File: config.mk
export PLATFORM = sky130hd
export DESIGN_NAME = go_back_n_send_window
export DESIGN_NICKNAME = d
export VERILOG_FILES = /design/src/hdl/gbn_pkg.sv /design/src/hdl/gbn_ctrl.sv /design/src/hdl/gbn_dp.sv /design/src/hdl/go_back_n_send_window.sv
export SDC_FILE = /design/constraint.sdc
export NUM_CORES = 1
export LEC_CHECK = 0
export ABC_AREA = 1
export BUFFER_PORTS_ARGS = -buffer_cell sky130_fd_sc_hd__clkbuf_2
export CORE_ASPECT_RATIO = 0.75
export CORE_UTILIZATION = 40
export DETAILED_ROUTE_END_ITERATION = 16
export RECOVER_POWER = 50
export SYNTH_ARGS = -nofsm -noshare
export SYNTH_HDL_FRONTEND = slang
export SYNTH_HIERARCHICAL = 1
export SYNTH_SLANG_ARGS = --single-unit
File: constraint.sdc
create_clock -name clk -period 7 [get_ports clk]
set_input_delay 1.4 -clock clk [delete_from_list [all_inputs] [get_ports clk]]
set_output_delay 1.4 -clock clk [all_outputs]
set_load 0.05 [all_outputs]
File: src/hdl/gbn_pkg.sv
// ----------------------------------------------------------------------------
// gbn_pkg
// Shared constants and types for the Go-Back-N send window block.
// ----------------------------------------------------------------------------
package gbn_pkg;

  // Defaults for the top-level parameters.
  localparam int MAX_WINDOW_DEF = 16;
  localparam int SEQ_BITS_DEF   = 16;

  // Fixed field widths.
  localparam int PKT_CNT_W  = 16;
  localparam int WIN_SIZE_W = 5;
  localparam int OP_W       = 2;
  localparam int ACK_KIND_W = 8;
  localparam int ACK_SEQ_W  = 16;
  localparam int RKIND_W    = 2;
  localparam int SEND_SEQ_W = 16;
  localparam int CFG_IDX_W  = 1;
  localparam int CFG_DATA_W = 16;

  // Event codes.
  localparam logic [OP_W-1:0] OP_START   = 2'd0;
  localparam logic [OP_W-1:0] OP_ACK     = 2'd1;
  localparam logic [OP_W-1:0] OP_TIMEOUT = 2'd2;

  // Packet type that marks an acknowledgment.
  localparam logic [ACK_KIND_W-1:0] KIND_ACK = 8'd2;

  // Result codes.
  localparam logic [RKIND_W-1:0] RK_SEND = 2'd0;
  localparam logic [RKIND_W-1:0] RK_IDLE = 2'd1;
  localparam logic [RKIND_W-1:0] RK_DONE = 2'd2;

  // Configuration register indexes.
  localparam logic [CFG_IDX_W-1:0] REG_PACKET_COUNT = 1'b0;
  localparam logic [CFG_IDX_W-1:0] REG_WINDOW_SIZE  = 1'b1;

  localparam logic [WIN_SIZE_W-1:0] WINDOW_SIZE_RST = 5'd4;

  // Controller to datapath.
  typedef struct packed {
    logic load_event;
    logic emit;
  } gbn_cmd_t;

  // Datapath to controller.
  typedef struct packed {
    logic finished;
    logic fits;
    logic next_fits;
  } gbn_status_t;

endpackage

File: src/hdl/gbn_ctrl.sv
// ----------------------------------------------------------------------------
// gbn_ctrl
// Controller: takes one event, then issues one result per free output slot
// until the run ends. Owns the input stall and the output valid.
// ----------------------------------------------------------------------------
module gbn_ctrl
  import gbn_pkg::*;
(
  input  logic        clk,
  input  logic        rst_n,
  input  logic        in_valid,
  output logic        in_stall,
  output logic        out_valid,
  input  logic        out_stall,
  input  gbn_status_t status,
  output gbn_cmd_t    cmd
);

  localparam logic S_IDLE = 1'b0;
  localparam logic S_EMIT = 1'b1;

  logic state_r, state_nxt;
  logic out_valid_r, out_valid_nxt;
  logic slot_free;
  logic last;

  assign in_stall  = (state_r != S_IDLE);
  assign slot_free = !out_valid_r || !out_stall;
  assign out_valid = out_valid_r;

  // The run ends on a finished or idle result, or on the final send.
  assign last = status.finished || !status.fits || !status.next_fits;

  assign cmd.load_event = in_valid && !in_stall;
  assign cmd.emit       = (state_r == S_EMIT) && slot_free;

  always_comb begin
    state_nxt = state_r;
    case (state_r)
      S_IDLE: begin
        if (cmd.load_event) begin
          state_nxt = S_EMIT;
        end
      end
      S_EMIT: begin
        if (cmd.emit && last) begin
          state_nxt = S_IDLE;
        end
      end
      default: state_nxt = S_IDLE;
    endcase
  end

  always_comb begin
    out_valid_nxt = out_valid_r;
    if (cmd.emit) begin
      out_valid_nxt = 1'b1;
    end else if (!out_stall) begin
      out_valid_nxt = 1'b0;
    end
  end

  always_ff @(posedge clk) begin
    if (!rst_n) begin
      state_r     <= S_IDLE;
      out_valid_r <= 1'b0;
    end else begin
      state_r     <= state_nxt;
      out_valid_r <= out_valid_nxt;
    end
  end

endmodule

File: src/hdl/gbn_dp.sv
// ----------------------------------------------------------------------------
// gbn_dp
// Datapath: configuration registers, window base and in-flight count,
// the fit checks and the output result register.
// ----------------------------------------------------------------------------
module gbn_dp
  import gbn_pkg::*;
#(
  parameter int MAX_WINDOW = MAX_WINDOW_DEF,
  parameter int SEQ_BITS   = SEQ_BITS_DEF
) (
  input  logic                  clk,
  input  logic                  rst_n,
  input  logic                  cfg_we,
  input  logic [CFG_IDX_W-1:0]  cfg_index,
  input  logic [CFG_DATA_W-1:0] cfg_wdata,
  input  logic [OP_W-1:0]       in_operation,
  input  logic [ACK_KIND_W-1:0] in_ack_kind,
  input  logic [ACK_SEQ_W-1:0]  in_ack_seq,
  output logic [RKIND_W-1:0]    out_result_kind,
  output logic [SEND_SEQ_W-1:0] out_send_seq,
  output logic                  out_last_of_run,
  input  gbn_cmd_t              cmd,
  output gbn_status_t           status
);

  localparam int IW  = $clog2(MAX_WINDOW + 1);
  localparam int IW1 = IW + 1;
  localparam int WCW = (IW > WIN_SIZE_W) ? IW : WIN_SIZE_W;
  // Compare width: holds any base plus a window without wrapping.
  localparam int CW  = ((SEQ_BITS > PKT_CNT_W) ? SEQ_BITS : PKT_CNT_W) + 1;

  logic [PKT_CNT_W-1:0]  pc_r;
  logic [WIN_SIZE_W-1:0] ws_r;
  logic [SEQ_BITS-1:0]   base_r, base_nxt;
  logic [IW-1:0]         inf_r, inf_nxt;
  logic [RKIND_W-1:0]    kind_r;
  logic [SEND_SEQ_W-1:0] seq_r;
  logic                  last_r;

  logic [WCW-1:0] ws_ext;
  logic [IW-1:0]  win;
  logic [CW-1:0]  pc_ext;
  logic [CW-1:0]  sum;
  logic [CW-1:0]  sum1;
  logic [IW1-1:0] inf1;
  logic           ack_ok;

  // A window size of zero acts as one; anything above the maximum is clipped.
  always_comb begin
    ws_ext = WCW'(ws_r);
    if (ws_r == '0) begin
      win = IW'(1);
    end else if (ws_ext > WCW'(MAX_WINDOW)) begin
      win = IW'(MAX_WINDOW);
    end else begin
      win = IW'(ws_ext);
    end
  end

  assign pc_ext = CW'(pc_r);
  assign sum    = CW'(base_r) + CW'(inf_r);
  assign sum1   = sum + CW'(1);
  assign inf1   = IW1'(inf_r) + IW1'(1);

  assign status.finished  = (CW'(base_r) >= pc_ext);
  assign status.fits      = (inf_r < win) && (sum < pc_ext);
  assign status.next_fits = (inf1 < IW1'(win)) && (sum1 < pc_ext);

  // Only an exact-base acknowledgment before the end of the transfer counts.
  assign ack_ok = (CW'(base_r) < pc_ext) && (in_ack_kind == KIND_ACK) &&
                  (CW'(in_ack_seq) == CW'(base_r));

  always_comb begin
    base_nxt = base_r;
    inf_nxt  = inf_r;
    if (cmd.load_event) begin
      case (in_operation)
        OP_START: begin
          base_nxt = '0;
          inf_nxt  = '0;
        end
        OP_ACK: begin
          if (ack_ok) begin
            base_nxt = base_r + SEQ_BITS'(1);
            if (inf_r != '0) begin
              inf_nxt = inf_r - IW'(1);
            end
          end
        end
        OP_TIMEOUT: begin
          inf_nxt = '0;
        end
        default: begin
        end
      endcase
    end else if (cmd.emit && !status.finished && status.fits) begin
      inf_nxt = inf_r + IW'(1);
    end
  end

  always_ff @(posedge clk) begin
    if (!rst_n) begin
      pc_r   <= '0;
      ws_r   <= WINDOW_SIZE_RST;
      base_r <= '0;
      inf_r  <= '0;
    end else begin
      if (cfg_we) begin
        case (cfg_index)
          REG_PACKET_COUNT: pc_r <= cfg_wdata;
          REG_WINDOW_SIZE:  ws_r <= cfg_wdata[WIN_SIZE_W-1:0];
          default: begin
          end
        endcase
      end
      base_r <= base_nxt;
      inf_r  <= inf_nxt;
    end
  end

  always_ff @(posedge clk) begin
    if (cmd.emit) begin
      if (status.finished) begin
        kind_r <= RK_DONE;
        seq_r  <= '0;
        last_r <= 1'b1;
      end else if (!status.fits) begin
        kind_r <= RK_IDLE;
        seq_r  <= '0;
        last_r <= 1'b1;
      end else begin
        kind_r <= RK_SEND;
        seq_r  <= SEND_SEQ_W'(SEQ_BITS'(sum));
        last_r <= !status.next_fits;
      end
    end
  end

  assign out_result_kind = kind_r;
  assign out_send_seq    = seq_r;
  assign out_last_of_run = last_r;

endmodule

File: src/hdl/go_back_n_send_window.sv
// ----------------------------------------------------------------------------
// go_back_n_send_window
// Go-Back-N sender window control: each event updates the window and is
// followed by sends for every packet that now fits, else one idle or done result.
// ----------------------------------------------------------------------------
//  Port group | Direction | Handshake          | Contents
//  in_*       | input     | in_valid/in_stall  | operation, ack_kind, ack_seq
//  out_*      | output    | out_valid/out_stall| result_kind, send_seq, last_of_run
//  cfg_*      | input     | cfg_we             | cfg_index, cfg_wdata
//
// An item is taken in and applied, then the result loop loads the single output
// register with one result per cycle while the output is not stalled: n results,
// with n from 1 to MAX_WINDOW. The next item is taken once the final result of a
// run is in the output register. Reset is synchronous and needs no clearing pass.
// ----------------------------------------------------------------------------
module go_back_n_send_window
  import gbn_pkg::*;
#(
  parameter int MAX_WINDOW = MAX_WINDOW_DEF,
  parameter int SEQ_BITS   = SEQ_BITS_DEF
) (
  input  logic                  clk,
  input  logic                  rst_n,
  input  logic                  cfg_we,
  input  logic [CFG_IDX_W-1:0]  cfg_index,
  input  logic [CFG_DATA_W-1:0] cfg_wdata,
  input  logic                  in_valid,
  output logic                  in_stall,
  input  logic [OP_W-1:0]       in_operation,
  input  logic [ACK_KIND_W-1:0] in_ack_kind,
  input  logic [ACK_SEQ_W-1:0]  in_ack_seq,
  output logic                  out_valid,
  input  logic                  out_stall,
  output logic [RKIND_W-1:0]    out_result_kind,
  output logic [SEND_SEQ_W-1:0] out_send_seq,
  output logic                  out_last_of_run
);

  gbn_cmd_t    cmd;
  gbn_status_t status;

  gbn_ctrl u_ctrl (
    .clk       (clk),
    .rst_n     (rst_n),
    .in_valid  (in_valid),
    .in_stall  (in_stall),
    .out_valid (out_valid),
    .out_stall (out_stall),
    .status    (status),
    .cmd       (cmd)
  );

  gbn_dp #(
    .MAX_WINDOW (MAX_WINDOW),
    .SEQ_BITS   (SEQ_BITS)
  ) u_dp (
    .clk             (clk),
    .rst_n           (rst_n),
    .cfg_we          (cfg_we),
    .cfg_index       (cfg_index),
    .cfg_wdata       (cfg_wdata),
    .in_operation    (in_operation),
    .in_ack_kind     (in_ack_kind),
    .in_ack_seq      (in_ack_seq),
    .out_result_kind (out_result_kind),
    .out_send_seq    (out_send_seq),
    .out_last_of_run (out_last_of_run),
    .cmd             (cmd),
    .status          (status)
  );

endmodule
==> results of run 1 <==
[worst max-delay path: stages (launching register included)]
cell	delay [ns]
dfxtp_1	0.39
ha_1	0.27
fa_1	0.43
xnor2_1	0.28
nor3_2	0.26
nand2_2	0.09
nor2_2	0.10
nand2_2	0.10
nor2_8	0.14
nand3_4	0.10
nor2_4	0.13
xor2_1	0.17
inv_1	0.06
ha_1	0.27
inv_1	0.07
nor3_1	0.05
a211oi_1	0.33
nand2_1	0.12
nand2_1	0.07
nand2_1	0.04
nand2_1	0.07
nand3_1	0.06
nor2_1	0.15
and2_1	0.15
nand3_1	0.09
a21oi_2	0.13
[flip-flops by register name, summed over array words and instances, names as in the netlist]
signal and cells:
u_ctrl/in_stall 1, u_dp/inf_r 5, u_ctrl/out_valid 1, u_dp/out_send_seq 16, u_dp/out_last_of_run 1, u_dp/base_r 16, u_dp/pc_r 16, u_dp/out_result_kind 2
u_dp/ws_ext 5
[how the worst max path moves through the flow]
stage                               from  slack (ns)  cells past startpoint               to
after global routing      u_dp/base_r[0]        2.41                     24  u_ctrl/in_stall
after detailed placement  u_dp/base_r[0]        2.90                     25  u_ctrl/in_stall
final                     u_dp/base_r[0]        2.81                     25  u_ctrl/in_stall
after CTS                 u_dp/base_r[0]        2.88                     25  u_ctrl/in_stall
after floorplan           u_dp/base_r[0]        3.55                     24  u_ctrl/in_stall
after global placement    u_dp/base_r[0]        3.10                     24  u_ctrl/in_stall
[cells by family after synthesis]
logic type,count (synthesis)
DFF,63
adders and majority gates,65
and+or+nand+nor,332
xor gates and xnor gates,45
buffers and inverters,138
AOI/OAI and AO/OA,108
[layer usage]
metal | up-vias | share of wire [%] | global-route usage [%]
met3 | 16 | 5.7 | 4.57
met5 | - | 0 | 0
met4 | 0 | 1.6 | 7.27
li1 | 2562 | - | -
met1 | 2270 | 51 | 29.6
met2 | 135 | 41 | 32.4
[per-stage QoR]
step	hold slack, ns	std cells	worst slack [ns]
after global routing	0.510	984	2.41
after floorplan	0.445	751	3.55
after detailed placement	0.477	968	2.90
after CTS	0.488	984	2.88
after global placement	0.465	968	3.10
final	0.478	984	2.81
[power groups by stage]
stage	Clock (uW)	Combinational (uW)	Sequential, uW
2_1_floorplan	0	266	501
3_3_place_gp	0	409	449
3_5_place_dp	0	415	450
4_1_cts	498	418	442
5_1_grt	512	470	447
6_report	484	415	442
[cell usage in the layout, fill, tap and decap left out, drive strengths merged]
cell type / count
o2111ai: 1
dfxtp: 44
a21boi: 1
a31oi: 1
nand2: 159
nor4: 3
nor2: 87
o21a: 2
a21oi: 57
o31ai: 2
a21o: 1
clkinvlp: 1
o21ai: 37
inv: 115
a211oi: 1
nand3b: 4
xor2: 33
bufinv: 2
nand4: 19
edfxtp: 19
clkinv: 5
ha: 64
xnor2: 12
and2: 2
clkbuf: 77
nor3: 20
fa: 1
o211ai: 1
nand3: 38
o22ai: 4
[area by class of cell]
type,count,area (um^2),area share (%)
multi-input combinational,550,3450,55.8
inverter,116,435,7.04
clock buffer,9,225,3.64
timing repair buffer,68,313,5.06
clock inverter,7,95.1,1.54
tap,171,214,3.46
sequential,63,1450,23.5
==> results.cfg, run 1 <==
[power]
internal-power_uw = 860
switching_share_pct = 35.9
p_sw_uw = 481
clkPwrFrac_pct = 36.1
p_leak_uw = 0.00291
p_comb_share_pct = 30.9
power_density_mw_per_mm2 = 217
ir_drop_v = 0.000136
sequentialPowerShare_pct = 33.0
total_power_uw = 1340

[critical_path]
r2r_slack_ns = 2.81
critPathLaunchType = flip-flop
ff2ff_path_depth = 25
reg2reg_from = u_dp/base_r[0]
crit_required_ns = 7.27
cp_data_arrival_time_ns = 4.46
path_class = flip-flop to flip-flop
end_kind = flip-flop
cp_max_fo = 8
crit-reg2reg-capture = u_ctrl/in_stall

[floorplan]
die_area_mm2 = 0.0141
die_x_um = 137
die_height_um = 103
start_util_pct = 41.4
design.core.area_mm2 = 0.0132
fp-row-count = 36
io_pins = 69

[synth]
seq_area_frac_synth_pct = 26.6
synth_area_per_cell_um2 = 7.26
synth_xor_area_share_pct = 9.36
synth_top_family_by_area = simple AND/OR/NAND/NOR gates
synth-simple-area-share_pct = 28.3
synth.area.top_cells = dfxtp_1 16%, ha_1 15%, edfxtp_1 10%
post-synth-top-count-cell = nand2_1
synth_commonest_cells = 140 x nand2_1, 106 x inv_1, 81 x nor2_1
synth_edf_count = 19
synthFlopType = dfxtp_1
netlist.top_cell.by_area = dfxtp_1
yosysTopAreaCellShare_pct = 16.2
netlist_area_mm2 = 0.00545
synth_compound_area_share_pct = 10.7
synth_cell_types = 46
synth_mux_area_share_pct = 0
yosysWarningCount = 6
syn_nets = 864
ys_ff_latch = 63
postSynth.asyncResetShare_pct = 0
synthAdderAreaFrac_pct = 15.1
netlist_instances = 751

[status]
violations = max-capacitance violations, max-slew violations
status = finished, violations left

[layout]
final_nets = 921
fin_area_mm2 = 0.00619
antenna_cells = 0
syn2layout_area_growth_pct = 13.5
drive_above_1_share_pct = 13.8
fillers = 1326
post-route-util_pct = 47.0

[cts]
clock_tree.root_cell = clkbuf_16
holdBufCountCts = 0
htree_levels = 3
post_cts_buffers = 0
clkTransAtPathRegs_ns = 0.06
cts_tree = done
cts_resized = 0
clock_latency_ns = 0.35
cts_made_buffers = 9
clkSinkCount = 63
cts_max_path_buffers = 2

[drt]
wl_per_cell_um = 14.1
vias_per_cell = 5.06
drc_errors = 0
dr_total_vias = 4983
drtIter0Drc = 285
dr.pass1.iters = 5
ant_nets = 0
wirelength_um = 13800

[place]
io_buffers = 68
placed_area_mm2 = 0.00590
place_hpwl_um = 11200
gp_congestion = 0.916

[sta]
rsz0062_at_grt = no
worst_slew_pin_slew_ns = 1.86
slew_viol_final = 22
fin_worst_skew_ns = 0.00493
fin_tns_setup_ns = 0
slew_headroom_pct = -24.0
hold_viol_final = 0
period_minus_slack_ns = 4.19
post-route-period-util_pct = 59.8
setup_viol_count_final = 0
max_freq_mhz = 239

[grt]
grt_pass1_wl_um = 22700
grt_max_degree = 33
overflow = 0
grt_pass1_vias = 4586
antenna_found_initial = 0
grt_usage_pct = 21.2

[min_path]
min_to = u_dp/ws_ext[0]
min-delay-start = u_dp/ws_ext[0]
whs_path_depth = 2
worstHoldPathType = flip-flop to flip-flop

[flow_run]
drv_cap = 1
(Power assumes the default switching activity.)
==> inputs of run 2 (changes only) <==
==> constraint.sdc (replaced) <==
create_clock -name clk -period 3.75 [get_ports clk]
set_input_delay 0.75 -clock clk [delete_from_list [all_inputs] [get_ports clk]]
set_output_delay 0.75 -clock clk [all_outputs]
set_load 0.05 [all_outputs]
==> results.cfg, run 2 (synthesis results as in run 1) <==
[status]
status = finished, violations left
violations = negative setup slack

[power]
p_comb_share_pct = 33.8
total_power_uw = 2700
ir_drop_v = 0.000199
internal-power_uw = 1760
power_density_mw_per_mm2 = 403
switching_share_pct = 34.8
p_sw_uw = 938
sequentialPowerShare_pct = 30.0
p_leak_uw = 0.00319
clkPwrFrac_pct = 36.2

[critical_path]
end_kind = flip-flop
r2r_slack_ns = -0.04
cp_data_arrival_time_ns = 4.06
path_delay_family = simple AND/OR/NAND/NOR gates
slowest_stage = fa_2
critPathBufInv = 3
crit_start = u_dp/inf_r[0]
reg2reg_from = u_dp/inf_r[0]
crit_path_max_incr_delay_ns = 0.61
ff2ff_path_depth = 25
critPathLaunchType = flip-flop
cp_max_fo = 4
crit_required_ns = 4.02
cp_num_cells = 25
path_class = flip-flop to flip-flop

[sta]
slew_viol_final = 0
hold-worst-slack_ns = 0.504
hold_viol_final = 0
setup_ws_ns = -0.0360
rsz0062_at_grt = yes
fin_tns_setup_ns = -0.0420
post-route-period-util_pct = 101
fin_worst_skew_ns = 0.00811
worst_slew_pin_slew_ns = 0.766
slew_headroom_pct = 48.9
period_minus_slack_ns = 3.79
setup_viol_count_final = 2
max_freq_mhz = 264

[cts]
clock_tree.root_cell = clkbuf_16
clock_latency_ns = 0.34
cts_tree = done
htree_levels = 3
clkTransAtPathRegs_ns = 0.05
clkSinkCount = 63
cts_max_path_buffers = 2
cts_made_buffers = 9

[floorplan]
die_x_um = 137
design.core.area_mm2 = 0.0132
die_area_mm2 = 0.0141
io_pins = 69
die_height_um = 103
start_util_pct = 41.4
fp-row-count = 36

[layout]
syn2layout_area_growth_pct = 22.7
fillers = 1299
final_common_cell = nand2_1
drive_above_1_share_pct = 21.4
final_nets = 959
layout_common_cells = 138 x nand2_1, 104 x inv_1, 79 x nor2_1
antenna_cells = 0

[drt]
wl_met3_um = 801
vias_per_cell = 5.10
highest_layer = met4
dr_total_vias = 5212
ant_nets = 0
wl_per_cell_um = 14.9
drc_errors = 0
wl_met2_um = 6620
wl_met1_um = 7500
dr.pass1.iters = 5
wirelength_um = 15200
drtIter0Drc = 320

[min_path]
whs_path_depth = 2
min-delay-start = u_ctrl/out_valid
worstHoldPathType = flip-flop to flip-flop

[grt]
grt_pass1_vias = 4810
grt_max_degree = 33
grt_pass1_wl_um = 23600
antenna_found_initial = 0
overflow = 0
grt_usage_pct = 22.0

[place]
io_buffers = 68
gp_congestion = 0.960
dpl_worst_slack_ns = -0.0805
place_hpwl_um = 11800

[flow_run]
drv_cap = 0
[run 2: cell types whose count changed in the layout (fill, tap and decap cells not counted), sizes merged]
cell      change
buf          +38
inv           -2
bufinv        +1
clkbuf        +1
clkinv        +1
clkinvlp      -1
[run 2: area by class of cell]
| type | instances | area, um^2 | area share [%] |
|---|---|---|---|
| repair buffers | 106 | 609 | 9.11 |
| clock buffers | 10 | 239 | 3.57 |
| well taps | 171 | 214 | 3.20 |
| inverters | 116 | 435 | 6.51 |
| clock inverters | 6 | 108 | 1.61 |
| flip-flops and latches | 63 | 1460 | 21.8 |
| multi-input cells | 550 | 3630 | 54.2 |
[run 2: stage by stage]
stage / utilization (%) / std cells / instance area, um^2
2_1_floorplan: - / 751 / 5450
3_3_place_gp: 46.3 / 993 / 6090
3_5_place_dp: 46.3 / 993 / 6090
4_1_cts: 49.1 / 1010 / 6450
5_1_grt: 50.9 / 1022 / 6690
6_report: 50.9 / 1022 / 6690
[run 2: layer usage]
| layer | global-route usage, % | vias up |
|---|---|---|
| met5 | 0 | - |
| li1 | - | 2641 |
| met3 | 3.83 | 22 |
| met4 | 7.69 | 0 |
| met2 | 34.6 | 153 |
| met1 | 30.2 | 2396 |
[run 2: worst reg2reg max path, cell delays in order, from the launching register on]
cell and delay (ns):
dfxtp_2 0.34, ha_4 0.16, fa_2 0.61, inv_2 0.07, nor3_4 0.21, nand2_2 0.08
nor2_2 0.14, nand2_2 0.10, nor2_8 0.16, nand3_4 0.09, nor2_4 0.13, xor2_1 0.18
inv_1 0.10, ha_4 0.22, inv_2 0.06, nor3_2 0.04, a211oi_1 0.20, nand2_1 0.07
nand2_1 0.06, nand2_1 0.06, nand2_2 0.09, nand3_2 0.08, nor2_4 0.13, and2_4 0.15
nand3_2 0.07, a21oi_2 0.10
[run 2: final timing paths]
path	end
worst min-delay path	u_ctrl/out_valid
worst min register to register	u_ctrl/out_valid
worst max-delay path	u_ctrl/in_stall
worst max register to register	u_ctrl/in_stall
[run 2: timing repair]
action | in CTS | in global routing
hold buffers | 0 | 0
endpoints found under the setup margin | 2 | 2
buffers inserted | 1 | 12
gates resized for setup | 3 | 33
pin swaps | 1 | 17
[run 2: power groups by stage]
stage	Sequential [uW]	Clock [uW]	Combinational (uW)
floorplan	934	0	496
finish	809	976	912
CTS	806	999	854
detailed placement	820	0	844
global route	813	1020	1010
global placement	817	0	814
